<file path="src/rtl/egcd_pkg.sv">
// shared types and constants for the extended gcd unit
package egcd_pkg;

   // fixed field widths of the transfer channels
   localparam int unsigned OPND_W     = 32;
   localparam int unsigned COEF_W     = 33;
   localparam int unsigned REQ_DATA_W = 64;
   localparam int unsigned RSP_DATA_W = 104;

   // sequencer states
   typedef enum logic [2:0] {
      ST_IDLE,
      ST_ALIGN,
      ST_DIVIDE,
      ST_UPDATE,
      ST_FINISH
   } egcd_state_type;

endpackage

</file>
<file path="src/rtl/egcd_div_step.sv">
// one restoring division step with shift-add accumulation of quotient times coefficients
module egcd_div_step #(
   parameter int unsigned OW = 32,
   parameter int unsigned CW = 33
) (
   input  logic [OW-1:0] rem,
   input  logic [OW-1:0] dsh,
   input  logic [CW-1:0] na,
   input  logic [CW-1:0] nb,
   input  logic [CW-1:0] pa,
   input  logic [CW-1:0] pb,
   output logic [OW-1:0] rem_next,
   output logic [CW-1:0] pa_next,
   output logic [CW-1:0] pb_next
);

   logic q_bit;

   // quotient bit comes out msb first, so the products double before each add
   assign q_bit    = (rem >= dsh);
   assign rem_next = q_bit ? (rem - dsh) : rem;
   assign pa_next  = {pa[CW-2:0], 1'b0} + (q_bit ? na : '0);
   assign pb_next  = {pb[CW-2:0], 1'b0} + (q_bit ? nb : '0);

endmodule

</file>
<file path="src/rtl/extended_gcd_bezout_unit.sv">
// top level of the extended euclidean gcd unit with bezout coefficients
//
//   channel | dir | fields (lsb first)                              | transfer when
//   req_    | in  | operand_a[31:0], operand_b[63:32]               | req_tvalid & req_tready
//   rsp_    | out | divisor[31:0], coef_a[64:32], coef_b[97:65]     | rsp_tvalid & rsp_tready
//
// each euclid step aligns the divisor up one bit per cycle, then runs one restoring
// division bit per cycle through the shared step unit, then an update state; the worst case
// is adjacent fibonacci operands with a below b, which give the most euclid steps
// one item in the sequencer at a time; req_tready is high only while the sequencer is idle
// reset is synchronous, active high, and clears the sequencer and the result valid
// a stalled result sits in the output register; the next item may be computed meanwhile
module extended_gcd_bezout_unit #(
   parameter int unsigned WIDTH = 32
) (
   input  logic                              clock,
   input  logic                              reset,
   input  logic                              req_tvalid,
   output logic                              req_tready,
   // operand_a [31:0], operand_b [63:32]
   input  logic [egcd_pkg::REQ_DATA_W-1:0]   req_tdata,
   output logic                              rsp_tvalid,
   input  logic                              rsp_tready,
   // divisor [31:0], coef_a [64:32], coef_b [97:65], zero fill [103:98]
   output logic [egcd_pkg::RSP_DATA_W-1:0]   rsp_tdata
);

   import egcd_pkg::*;

   // operand bits above 32 never arrive, so the datapath stops there
   localparam int unsigned OW = (WIDTH < OPND_W) ? WIDTH : OPND_W;
   localparam int unsigned CW = OW + 1;
   localparam int unsigned KW = $clog2(OW);
   localparam int unsigned PAD_W = RSP_DATA_W - OPND_W - 2 * COEF_W;

   egcd_state_type state_ff, state_in;

   // running remainder (numerator at step start), divisor, aligned divisor
   logic [OW-1:0] rem_ff, rem_in;
   logic [OW-1:0] den_ff, den_in;
   logic [OW-1:0] dsh_ff, dsh_in;
   logic [KW-1:0] k_ff, k_in;

   // coefficient pairs and quotient products, wrapping two's complement
   logic [CW-1:0] ca_ff, ca_in, cb_ff, cb_in;
   logic [CW-1:0] na_ff, na_in, nb_ff, nb_in;
   logic [CW-1:0] pa_ff, pa_in, pb_ff, pb_in;

   logic                  rsp_valid_ff, rsp_valid_in;
   logic [RSP_DATA_W-1:0] rsp_data_ff, rsp_data_in;

   logic [OW-1:0] step_rem;
   logic [CW-1:0] step_pa, step_pb;
   logic [OW:0]   dsh_dbl;
   logic [OW-1:0] opnd_a, opnd_b;

   assign opnd_a  = req_tdata[OW-1:0];
   assign opnd_b  = req_tdata[OPND_W+OW-1:OPND_W];
   assign dsh_dbl = {dsh_ff, 1'b0};

   egcd_div_step #(
      .OW(OW),
      .CW(CW)
   ) u_step (
      .rem      (rem_ff),
      .dsh      (dsh_ff),
      .na       (na_ff),
      .nb       (nb_ff),
      .pa       (pa_ff),
      .pb       (pb_ff),
      .rem_next (step_rem),
      .pa_next  (step_pa),
      .pb_next  (step_pb)
   );

   assign req_tready = (state_ff == ST_IDLE);
   assign rsp_tvalid = rsp_valid_ff;
   assign rsp_tdata  = rsp_data_ff;

   always_comb begin
      state_in     = state_ff;
      rem_in       = rem_ff;
      den_in       = den_ff;
      dsh_in       = dsh_ff;
      k_in         = k_ff;
      ca_in        = ca_ff;
      cb_in        = cb_ff;
      na_in        = na_ff;
      nb_in        = nb_ff;
      pa_in        = pa_ff;
      pb_in        = pb_ff;
      rsp_data_in  = rsp_data_ff;
      rsp_valid_in = rsp_valid_ff & ~rsp_tready;

      case (state_ff)
         ST_IDLE: begin
            if (req_tvalid) begin
               rem_in = opnd_a;
               den_in = opnd_b;
               dsh_in = opnd_b;
               k_in   = '0;
               ca_in  = CW'(1);
               cb_in  = '0;
               na_in  = '0;
               nb_in  = CW'(1);
               pa_in  = '0;
               pb_in  = '0;
               // zero second operand: gcd is the first operand, coefficients 1 and 0
               state_in = (opnd_b == '0) ? ST_FINISH : ST_ALIGN;
            end
         end
         ST_ALIGN: begin
            // shift the divisor up while it still fits under the numerator
            if (dsh_dbl <= {1'b0, rem_ff}) begin
               dsh_in = dsh_dbl[OW-1:0];
               k_in   = k_ff + KW'(1);
            end else begin
               state_in = ST_DIVIDE;
            end
         end
         ST_DIVIDE: begin
            rem_in = step_rem;
            pa_in  = step_pa;
            pb_in  = step_pb;
            dsh_in = dsh_ff >> 1;
            if (k_ff == '0) begin
               state_in = ST_UPDATE;
            end else begin
               k_in = k_ff - KW'(1);
            end
         end
         ST_UPDATE: begin
            // (num, den) <- (den, rem); new coefficient = old - quotient * current
            rem_in = den_ff;
            den_in = rem_ff;
            dsh_in = rem_ff;
            k_in   = '0;
            ca_in  = na_ff;
            na_in  = ca_ff - pa_ff;
            cb_in  = nb_ff;
            nb_in  = cb_ff - pb_ff;
            pa_in  = '0;
            pb_in  = '0;
            state_in = (rem_ff == '0) ? ST_FINISH : ST_ALIGN;
         end
         ST_FINISH: begin
            // wait for the output register to empty
            if (!rsp_valid_ff || rsp_tready) begin
               rsp_data_in  = {{PAD_W{1'b0}}, COEF_W'(cb_ff), COEF_W'(ca_ff),
                               OPND_W'(rem_ff)};
               rsp_valid_in = 1'b1;
               state_in     = ST_IDLE;
            end
         end
         default: begin
            state_in = ST_IDLE;
         end
      endcase
   end

   always_ff @(posedge clock) begin
      if (reset) begin
         state_ff     <= ST_IDLE;
         rsp_valid_ff <= 1'b0;
      end else begin
         state_ff     <= state_in;
         rsp_valid_ff <= rsp_valid_in;
      end
   end

   always_ff @(posedge clock) begin
      rem_ff      <= rem_in;
      den_ff      <= den_in;
      dsh_ff      <= dsh_in;
      k_ff        <= k_in;
      ca_ff       <= ca_in;
      cb_ff       <= cb_in;
      na_ff       <= na_in;
      nb_ff       <= nb_in;
      pa_ff       <= pa_in;
      pb_ff       <= pb_in;
      rsp_data_ff <= rsp_data_in;
   end

endmodule

</file>
<file path="config.mk">
export PLATFORM = sky130hd
export DESIGN_NAME = extended_gcd_bezout_unit
export DESIGN_NICKNAME = d
export VERILOG_FILES = /design/src/rtl/egcd_pkg.sv /design/src/rtl/egcd_div_step.sv /design/src/rtl/extended_gcd_bezout_unit.sv
export SDC_FILE = /design/constraint.sdc
export NUM_CORES = 1
export LEC_CHECK = 0
export CAP_MARGIN = 20
export CORE_ASPECT_RATIO = 1.2
export CORE_MARGIN = 8
export CORE_UTILIZATION = 60
export DETAILED_ROUTE_END_ITERATION = 8
export DONT_BUFFER_PORTS = 1
export GPL_TIMING_DRIVEN = 0
export PLACE_DENSITY = 0.76
export SYNTH_ARGS = -nofsm -noshare
export SYNTH_HDL_FRONTEND = slang
export SYNTH_SLANG_ARGS = --single-unit
export TNS_END_PERCENT = 20
</file>
<file path="constraint.sdc">
create_clock -name clock -period 17.8 [get_ports clock]
set_input_delay 3.56 -clock clock [delete_from_list [all_inputs] [get_ports clock]]
set_output_delay 3.56 -clock clock [all_outputs]
set_load 0.05 [all_outputs]
</file>
Word-level counts from Yosys, hierarchy flattened
Cells that the tools add are included.

Register bits after elaboration: 401. Input port bits: 68. Output and inout bits: 106. Logic and storage cells: 81.

Add/subtract/negate cells: 7. Order comparisons: 2. Equality and inequality tests: 11. Muxes and demuxes: 30. Bitwise logic cells: 2. Reduce and logical (&&, ||, !) cells: 16.

Operators by type and width (count): $pmux 33 s2 (4); $pmux 33 s3 (2); $mux 33 (4); $mux 32 (4); $pmux 32 s4 (1); $pmux 32 s3 (1); $add 33x33->33 (2); $sub 33x33->33 (2); $logic_not 32->1 (2); $pmux 32 s2 (1); $le 33x32->1 (1); $ge 32x32->1 (1); $sub 32x32->32 (1); $pmux 5 s4 (1); $mux 3 (6); $mux 5 (3); $pmux 3 s5 (1); $ne 2x2->1 const B (6); $reduce_and 4->1 (2); $eq 3x2->1 const B (2); $reduce_and 2->1 (3); $reduce_and 3->1 (2); $add 5x1->5 const B (1); $logic_not 5->1 (1); 13 further kinds (14).

Logic depth before layout (Yosys ltp)
Depth in word-level cells: 4. Depth in mapped cells: 27. Mapped depth without buffers: 25.

Modules after synthesis
A second synthesis with hierarchy kept.

Cell total of the unflattened synthesis: 2553. Area total of the unflattened synthesis: 25655.9 µm².

By module, submodules not included: extended_gcd_bezout_unit (instances 1, cells an instance 1711, area an instance 20015.4 µm², sequential area each 12001.5 µm²); egcd_div_step (instances 1, cells an instance 842, area an instance 5640.4 µm², sequential area each 0.0 µm²).

Worst setup path after synthesis
No wires, ideal clock.

Path type: input to register. From: input port rsp_tready. To: register rsp_data_ff[0], in the netlist rsp_tdata[0] (enable). Setup time: 0.555 ns. Data arrival time: 7.710 ns. Required time: 17.245 ns. Setup slack: 9.535 ns. Stages on the path: 2. Path buffers: 0. Cells stage by stage: nor2b_1 nor2_1.

Longest elaborated chain between the ends: 2.

Ends and longest elaborated chain: start: declaration (RTL line extended_gcd_bezout_unit.sv:23) `input logic rsp_tready,`; $logic_or 1x1->1 (RTL line extended_gcd_bezout_unit.sv:148) `if (!rsp_valid_ff || rsp_tready) begin`; $reduce_and 2->1 (no source line); end signal: assignment (RTL line extended_gcd_bezout_unit.sv:182) `rsp_data_ff <= rsp_data_in;`; end: declaration (RTL line extended_gcd_bezout_unit.sv:50) `logic [RSP_DATA_W-1:0] rsp_data_ff, rsp_data_in;`.

Every way passes these cells. A chain may end at the register's enable or synchronous reset.

Worst setup path after layout
From: register rem_ff[0]. To: register pa_ff[21], data pin.

Longest elaborated chain between the ends: 4.

Ends and longest elaborated chain: start: declaration (RTL line extended_gcd_bezout_unit.sv:39) `logic [OW-1:0] rem_ff, rem_in;`; start signal: assignment (RTL line extended_gcd_bezout_unit.sv:172) `rem_ff <= rem_in;`; $ge 32x32->1 (RTL line egcd_div_step.sv:20) `assign q_bit = (rem >= dsh);`; $mux 33 (RTL line egcd_div_step.sv:22) `assign pa_next = {pa[CW-2:0], 1'b0} + (q_bit ? na : '0);`; $add 33x33->33 (RTL line egcd_div_step.sv:22); $pmux 33 s3 (RTL line extended_gcd_bezout_unit.sv:95) `case (state_ff)`; end signal: assignment (RTL line extended_gcd_bezout_unit.sv:180) `pa_ff <= pa_in;`; end: declaration (RTL line extended_gcd_bezout_unit.sv:47) `logic [CW-1:0] pa_ff, pa_in, pb_ff, pb_in;`.

Every way passes these cells.

==> results.toml <==
[yosys]
post-synth-top-count-cell = "edfxtp_1"
ys_async_sr_fraction = 0
syn_avg_cell_area_um2 = 10.2
yosys.area.top_type = "edfxtp_1"
synth_seq_cells = 401
ys_warn_count = 0
synthesis.area_um2 = 24700
synth_ff_type = "edfxtp_1"
synth.top_cell.area_share = 0.482
synth_cells = 2430
yosys-top-cells-count = "397 x edfxtp_1, 238 x nor2_1, 192 x ha_1"
synth_enable_flop_cells = 397
yosysUniqueCellTypes = 76
synth.area.top_cells = "edfxtp_1 48%, ha_1 9.7%, a21oi_1 3.8%"
seq_area_frac_synth = 0.485

[detailed_routing]
routedWlPerCell_um = 22.3
ant_nets = 0
drc = 0
via_per_inst = 6.31
vias = 19400
dr.first_iter.drc_count = 1591
routed_wl_mm = 68.4
dr.pass1.iters = 7

[grt]
grt_usage = 0.278
grt_max_degree = 63
overflow = 0
grt_pass1_wl_mm = 106
grt_pass1_vias = 19300
grt_antenna_before_repair = 3

[clock_tree]
cts_buffers = 42
cts-root-buf = "clkbuf_16"
post-cts-setup-buffers = 0
clk_path_buf_depth = 3
cts.clk_slew.worst_paths_ns = 0.06
cts_resized = 0
clk_latency_ns = 0.58
cts_tree = "done"
cts_hold_buf = 0
htreeDepth = 2
cts.sinks = 401

[pwr]
ir_worst_vdd_mv = 0.112
totalPowerFinal_w = 0.00527
p_per_area_nw_per_um2 = 195
leakage_nw = 11.2

[placement]
io_buffer_count = 0
placed_area_um2 = 25700
routabilityCongestion = 0.977
dp_hpwl_mm = 50.6

[cells_and_area]
multi_input_area_um2 = 11800
seq_area_um2 = 12000
syn_to_final_growth_pct = 9.26
final_cell_area_um2 = 27000
fillers = 3204
drive_gt1_frac = 0.0499
fin_nets = 2758

[die]
chipWidth_um = 201
core_area_um2 = 40700
io_pins = 174
rows = 81
dieHeight_um = 238
initial_core_util = 0.607
dieArea_um2 = 48000

[timing]
max_freq_ghz = 0.145
period_share = 0.387
min_period_ns = 6.88
skew_ns = 0.0226
setup_viol = 0
rsz0062_at_grt = "no"
worst_pin_slew_ns = 1.17
slew_headroom = 0.217
finalSetupTns_ns = 0
hold_violations = 0
slew_viol_final = 0

[critical_path]
required_ns = 18.12
critPathMaxStageDelay_ns = 0.54
worst_path_most_repeated_cell = "a21o_1"
path_max_fanout = 10
worst_path_dominant_cell_family = "compound AO/OA/AOI/OAI gates"
end_kind = "register"
crit_buf_inv = 3
crit_arrival_ns = 7.20
worst-setup-path-type = "register to register"
start_kind = "register"
r2r_setup_slack_ns = 10.92
critPathSlowestCell = "edfxtp_1"

[hold_path]
hp-class = "register to register"

[status]
status = "finished, final reports clean"

[run]
max-cap-violations = 0
-- stage by stage --
stage                     hold WS [ns]  utilization  cells  setup slack, ns
after floorplan                  0.426            -   2435             9.53
after global placement           0.444        0.624   2974             7.52
after detailed placement         0.448        0.631   2987            11.15
final                            0.460        0.663   3066            10.92
after global routing             0.467        0.663   3066            10.67
after CTS                        0.461        0.663   3064            11.05
-- where the power goes --
part / internal [W] / total, W / switching (W)
combinational: 0.00110 / 0.00283 / 0.00173
sequential: 0.00138 / 0.00158 / 0.000203
clock: 0.000490 / 0.000866 / 0.000376
total: 0.00296 / 0.00527 / 0.00231
-- layout make-up --
cell class	instances	share of cell area
Antenna cell	2	0.000185
Multi-Input combinational cell	1771	0.435
Inverter	161	0.0224
Buffer	102	0.0154
Tap cell	539	0.0250
Clock inverter	23	0.00606
Clock buffer	54	0.0429
Timing Repair Buffer	13	0.00870
Sequential cell	401	0.444
-- flip-flops by register name, indices dropped and copies added, names as in the netlist --
name        count
rsp_tdata      98
ca_ff          33
cb_ff          33
na_ff          33
nb_ff          33
pa_ff          33
pb_ff          33
den_ff         32
dsh_ff         32
rem_ff         32
k_ff            5
state_ff        3
rsp_tvalid      1
-- worst register-to-register path, delay by kind of cell (launching register included) --
kind	cells	cell delay, ns
AOI/OAI and AO/OA	15	3.89
xor gates and xnor gates	1	0.14
adders and majority gates	4	1.24
DFF	1	0.54
buffers and inverters	3	0.42
and+or+nand+nor	3	0.39
-- worst paths after layout --
check / depth (start not counted) / endpoint / startpoint
worst min register to register: 0 / rsp_tdata[58]$_DFFE_PP_ / ca_ff[26]$_SDFFCE_PN0P_
worst min-delay path: 0 / rsp_tdata[58]$_DFFE_PP_ / ca_ff[26]$_SDFFCE_PN0P_
worst max register to register: 26 / pa_ff[21]$_SDFFCE_PN0P_ / rem_ff[0]$_DFFE_PP_
worst max-delay path: 26 / pa_ff[21]$_SDFFCE_PN0P_ / rem_ff[0]$_DFFE_PP_
-- routing by layer --
layer	GRT usage	up-vias	share of wire
met5	0	-	0.00025
met1	0.337	9300	0.39
met4	0.135	2	0.047
li1	-	8997	-
met2	0.465	846	0.48
met3	0.0624	213	0.081
-- logic make-up (layout without fill, tap and decap cells) --
logic type,after synthesis,after routing,synth area share
AOI/OAI and AO/OA,633,633,0.161
xor gates and xnor gates,118,118,0.0418
adders and majority gates,198,198,0.102
buffers and inverters,263,353,0.0413
DFF,401,401,0.485
muxes,36,36,0.0146
other,1,8,0.000152
and+or+nand+nor,780,780,0.154
-- layout by cell type (no fill, tap or decap), types with 30 or more instances in the layout --
master     netlist  layout
edfxtp_1       397     397
nor2_1         238     236
ha_1           192     192
a21oi_1        190     190
nand2_1        171     170
inv_1          161     161
o21ai_0        151     151
and3_1          93      93
a21o_1          92      92
clkbuf_1        78      87
and2_1          72      72
xor2_1          59      59
xnor2_1         59      59
clkbuf_16        0      45
mux2i_1         36      36
nor3_1          37      35
nand3_1         33      33
o21a_1          31      30
No activity file was read; power rests on OpenSTA's default activity.
